`src/rtpb_pkg.sv`:
```
// ----------------------------------------------------------------------------
// rtpb_pkg
// Shared types and constants of the ribbon trail point buffer.
// ----------------------------------------------------------------------------
package rtpb_pkg;

  localparam int unsigned POINT_CAPACITY_DEF = 32;

  localparam int unsigned COORD_W   = 32;
  localparam int unsigned AGE_W     = 32;
  localparam int unsigned MIN_DIST_W = 31;
  localparam int unsigned MAX_PTS_W = 6;
  localparam int unsigned LIFE_W    = 32;
  localparam int unsigned CFG_IDX_W = 2;
  localparam int unsigned CFG_DATA_W = 32;

  localparam logic [MIN_DIST_W-1:0] MIN_DIST_RST = '0;
  localparam logic [MAX_PTS_W-1:0]  MAX_PTS_RST  = 6'd32;
  localparam logic [LIFE_W-1:0]     MAX_LIFE_RST = 32'h0001_0000;

  typedef enum logic [CFG_IDX_W-1:0] {
    CFG_MIN_DISTANCE = 2'd0,
    CFG_MAX_POINTS   = 2'd1,
    CFG_MAX_LIFETIME = 2'd2
  } cfg_reg_t;

  typedef struct packed {
    logic signed [COORD_W-1:0] pos_x;
    logic signed [COORD_W-1:0] pos_y;
    logic signed [COORD_W-1:0] pos_z;
    logic [AGE_W-1:0]          tick_time;
  } in_item_t;

  typedef struct packed {
    logic signed [COORD_W-1:0] start_x;
    logic signed [COORD_W-1:0] start_y;
    logic signed [COORD_W-1:0] start_z;
    logic [AGE_W-1:0]          start_age;
    logic signed [COORD_W-1:0] end_x;
    logic signed [COORD_W-1:0] end_y;
    logic signed [COORD_W-1:0] end_z;
    logic [AGE_W-1:0]          end_age;
    logic                      last_segment;
  } out_item_t;

  typedef struct packed {
    logic [CFG_IDX_W-1:0]  reg_index;
    logic [CFG_DATA_W-1:0] wdata;
  } cfg_item_t;

  typedef struct packed {
    logic signed [COORD_W-1:0] x;
    logic signed [COORD_W-1:0] y;
    logic signed [COORD_W-1:0] z;
    logic [AGE_W-1:0]          age;
  } point_t;

  typedef enum logic [2:0] {
    CELL_HOLD   = 3'd0,
    CELL_LOAD   = 3'd1,
    CELL_SHIFT  = 3'd2,
    CELL_AGE    = 3'd3,
    CELL_ROTATE = 3'd4
  } cell_op_t;

  typedef struct packed {
    cell_op_t         op;
    point_t           load_pt;
    logic [AGE_W-1:0] dt;
  } cell_ctl_t;

endpackage

```
`src/rtpb_cell.sv`:
```
// ----------------------------------------------------------------------------
// rtpb_cell
// One stored trail point; loads, ages, shifts or rotates with its neighbors.
// ----------------------------------------------------------------------------
module rtpb_cell #(
  parameter int unsigned INDEX = 0,
  parameter int unsigned CNT_W = 6
) (
  input  logic               clk,
  input  rtpb_pkg::cell_ctl_t ctl,
  input  logic [CNT_W-1:0]   cnt,
  input  rtpb_pkg::point_t   right,
  input  rtpb_pkg::point_t   head,
  output rtpb_pkg::point_t   q
);
  import rtpb_pkg::*;

  point_t           pt_r;
  point_t           pt_nxt;
  logic [AGE_W:0]   age_sum;

  assign age_sum = {1'b0, pt_r.age} + {1'b0, ctl.dt};

  always_comb begin
    pt_nxt = pt_r;
    unique case (ctl.op)
      CELL_HOLD: pt_nxt = pt_r;
      CELL_LOAD: begin
        if (cnt == CNT_W'(INDEX)) pt_nxt = ctl.load_pt;
      end
      CELL_SHIFT: pt_nxt = right;
      CELL_AGE: begin
        // Ages saturate instead of wrapping.
        pt_nxt.age = age_sum[AGE_W] ? '1 : age_sum[AGE_W-1:0];
      end
      CELL_ROTATE: begin
        // The tail of the occupied range takes the head, closing the ring.
        pt_nxt = (cnt == CNT_W'(INDEX + 1)) ? head : right;
      end
      default: pt_nxt = pt_r;
    endcase
  end

  always_ff @(posedge clk) begin
    pt_r <= pt_nxt;
  end

  assign q = pt_r;

endmodule

```
`config.mk`:
```
export PLATFORM = sky130hd
export DESIGN_NAME = rtpb_cell
export DESIGN_NICKNAME = d
export VERILOG_FILES = /design/src/rtpb_pkg.sv /design/src/rtpb_cell.sv
export SDC_FILE = /design/constraint.sdc
export NUM_CORES = 1
export LEC_CHECK = 0
export BUFFER_PORTS_ARGS = -buffer_cell sky130_fd_sc_hd__buf_2
export CORE_AREA = 3 3 214 216
export CTS_CLUSTER_DIAMETER = 150
export DETAILED_ROUTE_END_ITERATION = 6
export DIE_AREA = 0 0 217 219
export HOLD_SLACK_MARGIN = 0.1
export PLACE_DENSITY = 0.41
export RECOVER_POWER = 25
export SLEW_MARGIN = 20
export SYNTH_ARGS = -nofsm -noshare
export SYNTH_HDL_FRONTEND = slang
export SYNTH_SLANG_ARGS = --single-unit
```
`constraint.sdc`:
```
create_clock -name clk -period 11.68 [get_ports clk]
set_input_delay 2.336 -clock clk [delete_from_list [all_inputs] [get_ports clk]]
set_output_delay 2.336 -clock clk [all_outputs]
set_load 0.02 [all_outputs]
```
-- After elaboration in Yosys (flattened, before gate mapping)
Index checks and enable logic that the tools add are counted.
- bits in registers: 128
- input bits: 426
- output and inout port bits: 128
- add/sub/neg operators: 1
- equality and inequality tests: 6
- multiplexer cells: 5
- reduce and logical (&&, ||, !) cells: 5
- operators by type and width (cell ; count):
    $pmux 96 s3 ; 1
    $mux 128 ; 2
    $pmux 32 s4 ; 1
    $add 32x32->33 ; 1
    $mux 32 ; 1
    $eq 3x2->1 const B ; 2
    $eq 6x1->1 const B ; 1
    $logic_not 6->1 ; 1
    $reduce_and 2->1 ; 2
    $reduce_bool 4->1 ; 1
    $eq 3x1->1 const B ; 1
    $eq 3x3->1 const B ; 1
    $reduce_bool 3->1 ; 1
    $ne 2x2->1 const B ; 1

-- Depth between registers and ports, before layout
- depth after elaboration: 3
- depth in mapped cells: 11
- mapped depth without buffers: 10

-- Worst setup path before layout
Ideal clock, no wire load.
- kind: input to register
- from: in cnt[3]
- to: reg pt_r, in the netlist q[100] (enable)
- library setup time: 0.693 ns
- arrival time: 10.154 ns
- path slack: 0.832 ns
- stages on the path: 4
- cell sequence: or4_4 -> nor2_4 -> nand3b_1 -> o31ai_1
- word-level cells in the longest chain between the ends: 3
- RTL lines (item ; line ; RTL):
    from (decl) ; rtpb_cell.sv:11 ; input logic [CNT_W-1:0] cnt,
    $logic_not 6->1 ; rtpb_cell.sv:29 ; if (cnt == CNT_W'(INDEX)) pt_nxt = ctl.load_pt;
    $ne 2x2->1 (no source line) ; n/a ;
    $reduce_and 2->1 (no source line) ; n/a ;
    to (signal assigned) ; rtpb_cell.sv:45 ; pt_r <= pt_nxt;
    to (decl) ; rtpb_cell.sv:18 ; point_t pt_r;
Every way passes these cells.
A chain may end at the register's enable or synchronous reset.

-- Worst setup path in the final report
- from: in ctl[162] (netlist bit)
- to: reg pt_r, in the netlist q[127] (enable)
- word-level cells in the longest chain between the ends: 3
- elaborated cells on any way between the ends: 6
- RTL lines (item ; line ; RTL):
    from (decl) ; rtpb_cell.sv:10 ; input rtpb_pkg::cell_ctl_t ctl,
    $eq 3x1->1 (tied with other cells) ; rtpb_cell.sv:26 ; unique case (ctl.op)
    $ne 2x2->1 (no source line) / $reduce_bool 3->1 (equally long branches) ; n/a ;
    $reduce_and 2->1 (no source line) (*) ; n/a ;
Mark *: on every way between the ends. The rest lies on a longest branch, timed or not.

==> results.json <==
{
  "criticalPathCategory": "in -> reg",
  "drive_above_1_share_pct": 40.62,
  "drtIter0Drc": 1023,
  "place_inst": 1876,
  "finClkSkew_ns": 0.006200,
  "synth_edf_count": 128,
  "p_total_mw": 1.572,
  "syn2layout_area_growth_pct": 46.32,
  "grt_pass1_vias": 8518,
  "final_area_sq_um": 12080,
  "synth_largest_area_cell": "edfxtp_1",
  "avgSynthCellArea_sq_um": 10.58,
  "slew_viol_final": 0,
  "min_path_type": "reg -> reg",
  "layout_worst_path_cycle_share_pct": 44.09,
  "cp.arrival_ns": 5.20,
  "grt_pass1_wl_um": 54600,
  "routed_via_density": 4.708,
  "io_pins": 554,
  "clock_sinks": 128,
  "fp.coreArea_sq_um": 44120,
  "synth_compound_area_share_pct": 26.85,
  "async_flop_share_pct": 0,
  "gp_congestion": 0.8273,
  "wl_per_cell_um": 20.56,
  "drtAntennaViolNets": 0,
  "hold_slack_ns": 0.8219,
  "ys_ff_latch": 128,
  "die-area_sq_um": 47520,
  "slew_headroom_pct": 24.57,
  "synth.most_common_cell": "edfxtp_1",
  "yosys.area.top_type_share_pct": 46.57,
  "path_max_fanout": 97,
  "antenna_found_initial": 8,
  "fin_nets": 1763,
  "synthTopCellsByCount": "edfxtp_1, a222oi_1, inv_1",
  "tritoncts": "built",
  "setup_viol": 0,
  "final.setup.tns_ns": 0,
  "syn_nets": 1239,
  "postPlaceCellArea_sq_um": 11560,
  "cellLeakagePower_nw": 5.346,
  "nFillCells": 4891,
  "grt_max_degree": 98,
  "synthTopCellsByArea": "edfxtp_1, a222oi_1, ha_1",
  "violations": "design-rule violations",
  "start_util_pct": 18.70,
  "cts_buffer_depth": 2,
  "synth_mux_area_share_pct": 1.895,
  "drt-pass1-iter-count": 7,
  "cellPowerDensity_nw_per_um2": 130.1,
  "route.detailed.drc": 22,
  "yosys.cell_types.count": 62,
  "synthFlopType": "edfxtp_1",
  "outcome": "finished, violations left",
  "worstSetupEndpointType": "flip-flop",
  "htree_levels": 4,
  "die_h_um": 219,
  "portBuffers": 553,
  "ys_seq_area_share_pct": 46.57,
  "grt_usage_pct": 15.35,
  "root_buffer": "clkbuf_16",
  "drv_cap": 0,
  "synth_top_family_by_area": "compound AO/OA/AOI/OAI gates",
  "drt-total-wl_um": 39390,
  "fmax_ghz": 0.1942,
  "gr-total-overflow": 0,
  "post_cts_resize_count": 0,
  "synth.cell_area_sq_um": 8253,
  "synth_xor_xnor_area_share_pct": 2.971,
  "cts_buffers": 17,
  "start_kind": "input port",
  "ir_worst_vdd_v": 0.00006285,
  "cts_hold_buffers": 0,
  "clk_latency_ns": 0.43,
  "fin_crit_ns": 5.150,
  "synth-warning-count": 0,
  "synthAdderAreaFrac_pct": 5.094,
  "synth_cells": 780,
  "layout.cells.non_filler": 1916,
  "rsz0062_at_grt": "no",
  "largest_reg_flops": 128,
  "post_cts_buffers": 0,
  "hold_viol": 0,
  "yosys.area_share.simple_pct": 8.035,
  "dp_hpwl_um": 31260,
  "required_ns": 11.73,
  "path_clk_slew_ns": 0.06,
  "row_count": 77,
  "die_width_um": 217,
  "vias": 9021,
  "worst-slew-pin-transition_ns": 1.131
}
cells by family after synthesis:
family,after synthesis
DFF,128
adders and majority gates,33
buffers and inverters,160
and+or+nand+nor,141
xor gates and xnor gates,28
AOI/OAI and AO/OA,276
muxes,14
area by class of cell:
| type | count | area, sq um | area share (%) |
|---|---|---|---|
| tap | 592 | 740.7 | 6.134 |
| inverter | 101 | 379.1 | 3.140 |
| clock buffer | 18 | 429.2 | 3.554 |
| clock inverter | 14 | 156.4 | 1.295 |
| multi-input combinational | 492 | 3759 | 31.13 |
| timing repair buffer | 564 | 2750 | 22.77 |
| sequential | 128 | 3844 | 31.83 |
| antenna | 7 | 17.52 | 0.1451 |
layout by cell type (no fill, tap or decap), types with 7 or more instances in the layout:
cell       synthesis  final
a211oi_1           7      7
buf_4              3     10
clkbuf_16          0     17
o22ai_1           13     12
mux2i_1            7      7
o21ai_0           28     28
nor2_1            62     60
clkbuf_1          31     97
o221ai_1          19     19
a21o_1            13     13
nand2_1           34     34
xnor2_1           15     15
diode_2            0      7
ha_1              32     32
edfxtp_1         128    128
a21oi_1           42     42
a22oi_1           10     10
a222oi_1         104    104
buf_2             10    457
xor2_1            13     13
inv_1            101    101
routing by layer:
layer	share of wire [%]	GRT usage, %	vias up
met5	0.046	0	-
met4	1.9	4.871	2
met3	8.3	3.309	36
met2	47	24.39	484
met1	43	20.85	4334
li1	-	-	4165
power breakdown:
group / switching (mW) / internal [mW]
combinational: 0.271 / 0.178
sequential: 0.0155 / 0.558
clock: 0.231 / 0.318
final timing paths:
kind	to	depth (start not counted)	startpoint	slack (ns)
setup / recovery	q[127]	7	ctl[162]	6.53
hold / removal	q[0]	3	q[0]	0.82
setup reg to reg	q[22]	11	q[0]	8.40
hold reg to reg	q[0]	3	q[0]	0.82
worst max-delay path, cell delays in order:
cell      delay (ns)
buf_2           0.17
nor2b_1         0.80
o21bai_4        0.06
buf_4           0.38
o31ai_4         0.16
buf_4           0.36
buf_4           0.78
stage by stage:
step	setup WS [ns]	utilization (%)
2_1_floorplan	0.8322	-
3_3_place_gp	6.080	26.21
3_5_place_dp	6.059	26.21
4_1_cts	6.533	27.54
5_1_grt	6.303	27.33
6_report	6.530	27.37
Power figures use the tool's default switching activity.
