`src/rtpb_pkg.sv`:
```
// ----------------------------------------------------------------------------
// rtpb_pkg
// Shared types and constants of the ribbon trail point buffer.
// ----------------------------------------------------------------------------
package rtpb_pkg;

  localparam int unsigned POINT_CAPACITY_DEF = 32;

  localparam int unsigned COORD_W   = 32;
  localparam int unsigned AGE_W     = 32;
  localparam int unsigned MIN_DIST_W = 31;
  localparam int unsigned MAX_PTS_W = 6;
  localparam int unsigned LIFE_W    = 32;
  localparam int unsigned CFG_IDX_W = 2;
  localparam int unsigned CFG_DATA_W = 32;

  localparam logic [MIN_DIST_W-1:0] MIN_DIST_RST = '0;
  localparam logic [MAX_PTS_W-1:0]  MAX_PTS_RST  = 6'd32;
  localparam logic [LIFE_W-1:0]     MAX_LIFE_RST = 32'h0001_0000;

  typedef enum logic [CFG_IDX_W-1:0] {
    CFG_MIN_DISTANCE = 2'd0,
    CFG_MAX_POINTS   = 2'd1,
    CFG_MAX_LIFETIME = 2'd2
  } cfg_reg_t;

  typedef struct packed {
    logic signed [COORD_W-1:0] pos_x;
    logic signed [COORD_W-1:0] pos_y;
    logic signed [COORD_W-1:0] pos_z;
    logic [AGE_W-1:0]          tick_time;
  } in_item_t;

  typedef struct packed {
    logic signed [COORD_W-1:0] start_x;
    logic signed [COORD_W-1:0] start_y;
    logic signed [COORD_W-1:0] start_z;
    logic [AGE_W-1:0]          start_age;
    logic signed [COORD_W-1:0] end_x;
    logic signed [COORD_W-1:0] end_y;
    logic signed [COORD_W-1:0] end_z;
    logic [AGE_W-1:0]          end_age;
    logic                      last_segment;
  } out_item_t;

  typedef struct packed {
    logic [CFG_IDX_W-1:0]  reg_index;
    logic [CFG_DATA_W-1:0] wdata;
  } cfg_item_t;

  typedef struct packed {
    logic signed [COORD_W-1:0] x;
    logic signed [COORD_W-1:0] y;
    logic signed [COORD_W-1:0] z;
    logic [AGE_W-1:0]          age;
  } point_t;

  typedef enum logic [2:0] {
    CELL_HOLD   = 3'd0,
    CELL_LOAD   = 3'd1,
    CELL_SHIFT  = 3'd2,
    CELL_AGE    = 3'd3,
    CELL_ROTATE = 3'd4
  } cell_op_t;

  typedef struct packed {
    cell_op_t         op;
    point_t           load_pt;
    logic [AGE_W-1:0] dt;
  } cell_ctl_t;

endpackage

```
`src/rtpb_dist.sv`:
```
// ----------------------------------------------------------------------------
// rtpb_dist
// Exact squared-distance test over one shared 32x32 multiplier.
// ----------------------------------------------------------------------------
module rtpb_dist (
  input  logic                                  clk,
  input  logic                                  rst_n,
  input  logic                                  start,
  input  logic signed [rtpb_pkg::COORD_W-1:0]   cur_x,
  input  logic signed [rtpb_pkg::COORD_W-1:0]   cur_y,
  input  logic signed [rtpb_pkg::COORD_W-1:0]   cur_z,
  input  logic signed [rtpb_pkg::COORD_W-1:0]   last_x,
  input  logic signed [rtpb_pkg::COORD_W-1:0]   last_y,
  input  logic signed [rtpb_pkg::COORD_W-1:0]   last_z,
  input  logic [rtpb_pkg::MIN_DIST_W-1:0]       min_dist,
  output logic                                  done,
  output logic                                  far
);
  import rtpb_pkg::*;

  localparam logic [2:0] STEP_LIM = 3'd0;
  localparam logic [2:0] STEP_DX  = 3'd1;
  localparam logic [2:0] STEP_DY  = 3'd2;
  localparam logic [2:0] STEP_DZ  = 3'd3;
  localparam logic [2:0] STEP_SUM = 3'd4;
  localparam logic [2:0] STEP_CMP = 3'd5;

  logic                busy_r;
  logic [2:0]          step_r;
  logic [COORD_W-1:0]  dx_r, dy_r, dz_r;
  logic [COORD_W-1:0]  mul_op;
  logic [63:0]         prod_r;
  logic [61:0]         lim_r;
  logic [65:0]         acc_r;

  function automatic logic [COORD_W-1:0] abs_diff(
    input logic signed [COORD_W-1:0] a,
    input logic signed [COORD_W-1:0] b
  );
    logic signed [COORD_W:0] d;
    d = {a[COORD_W-1], a} - {b[COORD_W-1], b};
    return d[COORD_W] ? COORD_W'(-d) : d[COORD_W-1:0];
  endfunction

  always_comb begin
    case (step_r)
      STEP_LIM: mul_op = {1'b0, min_dist};
      STEP_DX:  mul_op = dx_r;
      STEP_DY:  mul_op = dy_r;
      STEP_DZ:  mul_op = dz_r;
      default:  mul_op = '0;
    endcase
  end

  always_ff @(posedge clk) begin
    if (!rst_n) begin
      busy_r <= 1'b0;
      step_r <= STEP_LIM;
    end else if (start) begin
      busy_r <= 1'b1;
      step_r <= STEP_LIM;
    end else if (busy_r) begin
      if (step_r == STEP_CMP) begin
        busy_r <= 1'b0;
      end else begin
        step_r <= step_r + 3'd1;
      end
    end
  end

  // Product of one step is accumulated in the step after it.
  always_ff @(posedge clk) begin
    if (start) begin
      dx_r  <= abs_diff(cur_x, last_x);
      dy_r  <= abs_diff(cur_y, last_y);
      dz_r  <= abs_diff(cur_z, last_z);
      acc_r <= '0;
    end else if (busy_r) begin
      prod_r <= {32'b0, mul_op} * {32'b0, mul_op};
      if (step_r == STEP_DX) lim_r <= prod_r[61:0];
      if (step_r == STEP_DY || step_r == STEP_DZ || step_r == STEP_SUM) begin
        acc_r <= acc_r + 66'(prod_r);
      end
    end
  end

  assign done = busy_r && (step_r == STEP_CMP);
  assign far  = acc_r >= 66'(lim_r);

endmodule

```
`config.mk`:
```
export PLATFORM = sky130hd
export DESIGN_NAME = rtpb_dist
export DESIGN_NICKNAME = d
export VERILOG_FILES = /design/src/rtpb_pkg.sv /design/src/rtpb_dist.sv
export SDC_FILE = /design/constraint.sdc
export NUM_CORES = 2
export LEC_CHECK = 0
export BUFFER_PORTS_ARGS = -buffer_cell sky130_fd_sc_hd__buf_2
export CAP_MARGIN = 0
export CORE_ASPECT_RATIO = 1.1
export CORE_MARGIN = 2
export CORE_UTILIZATION = 45
export CTS_BUF_LIST = sky130_fd_sc_hd__clkbuf_4 sky130_fd_sc_hd__clkbuf_8
export CTS_CLUSTER_DIAMETER = 50
export DETAILED_ROUTE_END_ITERATION = 8
export PLACE_DENSITY = 0.71
export SYNTH_ARGS = -nofsm -noshare
export SYNTH_HDL_FRONTEND = slang
export SYNTH_SLANG_ARGS = --single-unit
export TNS_END_PERCENT = 5
```
`constraint.sdc`:
```
create_clock -name clk -period 11.3 [get_ports clk]
set_clock_uncertainty 0.1 [all_clocks]
set_input_delay 0.565 -clock clk [delete_from_list [all_inputs] [get_ports clk]]
set_output_delay 0.565 -clock clk [all_outputs]
set_load 0.005 [all_outputs]
```
# Yosys cells after proc, flatten, opt, wreduce, memory -nomap -nowiden
# Cells that the tools add are included.
# Widths: inputs -> output; s select.
# totals
regBits	292
input_bits	226
output_inout_bits	2
wordCells	42
# classes
n_addsub	8
mul	1
magnitude_cmp	1
n_eq_ne	5
muxes	7
bitwise	3
reduce_logical	9
# ops
op	n
$pmux 32 s4	1
$sub 32x32->33	3
$mux 32	3
$neg 32->32	3
$add 66x64->66	1
$ge 66x62->1	1
$mul 32x32->64	1
$eq 3x2->1 const B	2
$eq 3x3->1 const B	2
$reduce_and 2->1	3
$add 3x1->3 const B	1
$eq 3x1->1 const B	1
$logic_not 3->1	1
$mux 1	3
$not 1->1	3
$reduce_and 3->1	1
$logic_or 1x1->1	2
$reduce_or 2->1	1
$logic_and 1x1->1	1

# Logic depth before layout (Yosys ltp)
# logic_depth
depth_word	4
mapped_depth	37
depth_no_buf	34

# Least setup slack after synthesis
# Ideal clock, no wire load.
# synth_path
path_type	reg-to-reg
from	register step_r[0]
to	register prod_r[57] (data pin)
setup_ns	0.274
arrival_ns	8.955
required_ns	10.926
slack_ns	1.971
stages_incl_launch_ff	34
n_path_buf	4
period_less_slack_ns	9.329
cell_sequence	dfxtp_1 ha_1 ha_1 clkbuf_1 clkbuf_1 a22o_1 a221oi_1 inv_1 clkbuf_1 nand2_1 fa_1 inv_1 fa_1 fa_1 inv_1 fa_1 inv_1 fa_1 inv_1 fa_1 inv_1 fa_1 fa_1 ha_1 clkbuf_1 nor2b_1 o211a_1 o311ai_0 o31ai_1 a31o_2 a311o_1 a21oi_1 o41ai_1 xor2_1
# synth_via
elab_chain_cells	3
word_cells_on_any_way	6
classes_between	mul: 1; eq/ne: 3; mux: 1; reduce/logical: 1
# synth_rtl
item	line_no	rtl
start, declared	rtpb_dist.sv:29	logic [2:0] step_r;
start signal, assigned	rtpb_dist.sv:66	step_r <= step_r + 3'd1;
$eq 3x2->1 (tied with other cells)	rtpb_dist.sv:46	case (step_r)
$pmux 32 s4 (*)	rtpb_dist.sv:46	
$mul 32x32->64 (*)	rtpb_dist.sv:79	prod_r <= {32'b0, mul_op} * {32'b0, mul_op};
end signal, assigned	rtpb_dist.sv:79	
end, declared	rtpb_dist.sv:32	logic [63:0] prod_r;
# Every way passes the cells marked *; elsewhere a longest branch is shown, timed or not.
# A chain may end at the register's enable or synchronous reset.

# Worst setup path after layout
# layout_path
from	register step_r[0]
to	register prod_r[54] (data pin)
# The elaborated chain is that of the path after synthesis.

==> flow_metrics.env <==
export IMPL_start_util_pct=45.3
export IMPL_regArea_um2=8010
export IMPL_cts_htree_levels=2
export IMPL_worstSetupPathType="flop to flop"
export IMPL_synth_edff_count=220
export IMPL_cts_buffers=49
export IMPL_fmax_mhz=94.7
export IMPL_outcome="finished clean"
export IMPL_finalHoldViolCount=0
export IMPL_synthCells=5741
export IMPL_max_clock_path_buffers=3
export IMPL_preCtsSetupSlack_ns=0.908
export IMPL_synthTopCellsByArea="fa_1 31%, edfxtp_1 13%, ha_1 12%"
export IMPL_port_buffers=227
export IMPL_die_area_um2=117000
export IMPL_clkTransAtPathRegs_ns=0.06
export IMPL_route_vias_total=40900
export IMPL_synthArstFlopShare_pct=0
export IMPL_setup_tns_ns=0
export IMPL_fin_crit_ns=10.55
export IMPL_rsz0062_at_grt="false"
export IMPL_multiInputGateArea_um2=38200
export IMPL_cts_tree="yes"
export IMPL_grt_usage_pct=24.6
export IMPL_syn_area_um2=51600
export IMPL_clock_latency_ns=0.66
export IMPL_die_h_um=359
export IMPL_root_buffer="clkbuf_8"
export IMPL_synth_most_common_cell="inv_1"
export IMPL_nets=7430
export IMPL_worstPathRequired_ns=11.57
export IMPL_ys_seq_area_share_pct=15.5
export IMPL_synth_avg_cell_area_um2=8.98
export IMPL_critPathTopFamily="adder cells"
export IMPL_synth_top_flop_cell="edfxtp_1"
export IMPL_core_area_um2=114000
export IMPL_drc=0
export IMPL_yosys_warnings=0
export IMPL_cp_buffers_inverters=7
export IMPL_tightest_slew_ns=1.19
export IMPL_antenna_found_initial=22
export IMPL_synth_top_cell_by_area="fa_1"
export IMPL_synth_top_area_share_pct=31.1
export IMPL_viasPerCell=5.47
export IMPL_clkSinkCount=290
export IMPL_gp_congestion=0.971
export IMPL_whs_ns=0.145
export IMPL_dr_first_iter_drc_count=2689
export IMPL_dp_hpwl_um=120000
export IMPL_hold_path_class="input port to flop"
export IMPL_drive_gt1_share_pct=7.77
export IMPL_fin_ws_ns=0.745
export IMPL_fillers=10700
export IMPL_post_cts_setup_buffers=0
export IMPL_syn_num_nets=7274
export IMPL_grt_overflow=0
export IMPL_grt_pass1_wl_um=228000
export IMPL_synth_common_cells="1224 x inv_1, 800 x fa_1, 530 x nand2_1, 507 x ha_1, 426 x nor2_1"
export IMPL_grt_max_degree=100
export IMPL_dr_pass1_iters=6
export IMPL_reg2reg_slack_ns=0.75
export IMPL_drv_cap=0
export IMPL_wire_per_inst_um=19.4
export IMPL_maxSlewViolCount=0
export IMPL_cts_hold_fix_buffers=0
export IMPL_finish_utilization_pct=48.8
export IMPL_slowest_stage="ha_1"
export IMPL_fp_dieW_um=327
export IMPL_grt_pass1_vias=43000
export IMPL_antenna_left=0
export IMPL_cpPeakStageDelay_ns=0.87
export IMPL_startpoint_type="flop"
export IMPL_min_period_over_period_pct=93.4
export IMPL_ys_types=104
export IMPL_worst_path_most_repeated_cell="fa_1"
export IMPL_crit_path_end_kind="flop"
export IMPL_ctsResizeCount=0
export IMPL_synthToLayoutAreaGrowth_pct=7.78
export IMPL_setup_viol=0
export IMPL_arrival_ns=10.82
export IMPL_io_pins=228
export IMPL_fp_row_count=130
export IMPL_relSlewSlack_pct=20.6
export IMPL_wirelength_um=145000
export IMPL_worst_path_max_fanout=29
export IMPL_ys_seq_elements=290
## final cells by class
class / instances / share of cell area (%)
Inverter: 1233 / 8.33
Multi-Input combinational cell: 4017 / 68.8
Antenna cell: 12 / 0.0540
Sequential cell: 290 / 14.4
Timing Repair Buffer: 306 / 3.12
Tap cell: 1518 / 3.42
Clock buffer: 65 / 1.44
Clock inverter: 23 / 0.417
## state kept, by name (all words and copies together), names as in the netlist
register	cells
step_r	3
dy_r	32
dz_r	32
acc_r	66
lim_r	61
prod_r	63
busy_r	1
dx_r	32
## path summary, 6_finish.rpt
kind	from	to	cells past startpoint
hold / removal	rst_n	busy_r$_SDFF_PN0_	2
setup / recovery	step_r[0]$_SDFFE_PP0P_	prod_r[54]$_DFFE_PP_	32
hold reg to reg	prod_r[4]$_DFFE_PP_	lim_r[4]$_DFFE_PP_	0
setup reg to reg	step_r[0]$_SDFFE_PP0P_	prod_r[54]$_DFFE_PP_	32
## cell families (layout without fill, tap and decap cells)
| kind of cell | after synthesis | count (layout) | synth area share, % |
|---|---|---|---|
| AOI/OAI and AO/OA | 1064 | 1064 | 13.7 |
| other | 0 | 12 | 0 |
| buffers and inverters | 1434 | 1627 | 10.6 |
| muxes | 7 | 7 | 0.143 |
| xor gates and xnor gates | 291 | 291 | 4.96 |
| adders and majority gates | 1307 | 1307 | 43.4 |
| DFF | 290 | 290 | 15.5 |
| and+or+nand+nor | 1348 | 1348 | 11.7 |
## layout by cell type (no fill, tap or decap), types with 28 or more instances in the layout
master    synthesis  layout
o21a_1           33      33
a21o_1          155     155
buf_2             4     226
a21oi_1         325     325
nor2_1          426     425
nand2b_1         30      30
xor2_1          107     107
a22o_1           34      34
dfxtp_1          70      70
nand3_1          67      67
o21bai_1         56      56
a211oi_1         28      28
xnor2_1         183     183
nor2b_1          40      37
and3_1           34      34
nor3_1           54      54
o21ai_0         150     150
nand4_1          58      58
inv_1          1224    1224
edfxtp_1        220     220
a31oi_1          44      44
buf_4             3      79
nand2_1         530     530
fa_1            800     800
ha_1            507     507
clkbuf_8          1      50
## through the flow
stage | instance area (µm²) | cells
6_report | 55600 | 7464
3_3_place_gp | 54500 | 7364
3_5_place_dp | 54500 | 7364
2_1_floorplan | 51600 | 5741
4_1_cts | 55500 | 7452
5_1_grt | 55500 | 7458
## routing by layer
layer	vias to the layer above	GRT usage, %	wire length (µm)
met5	-	0	130
met4	22	12.2	8370
met3	436	5.45	12200
met2	1672	41.7	68400
met1	19800	29.3	55400
li1	18900	-	-
Power is not shown: default switching activity piles up to over one toggle a cycle in this logic, so the estimate is an artifact.
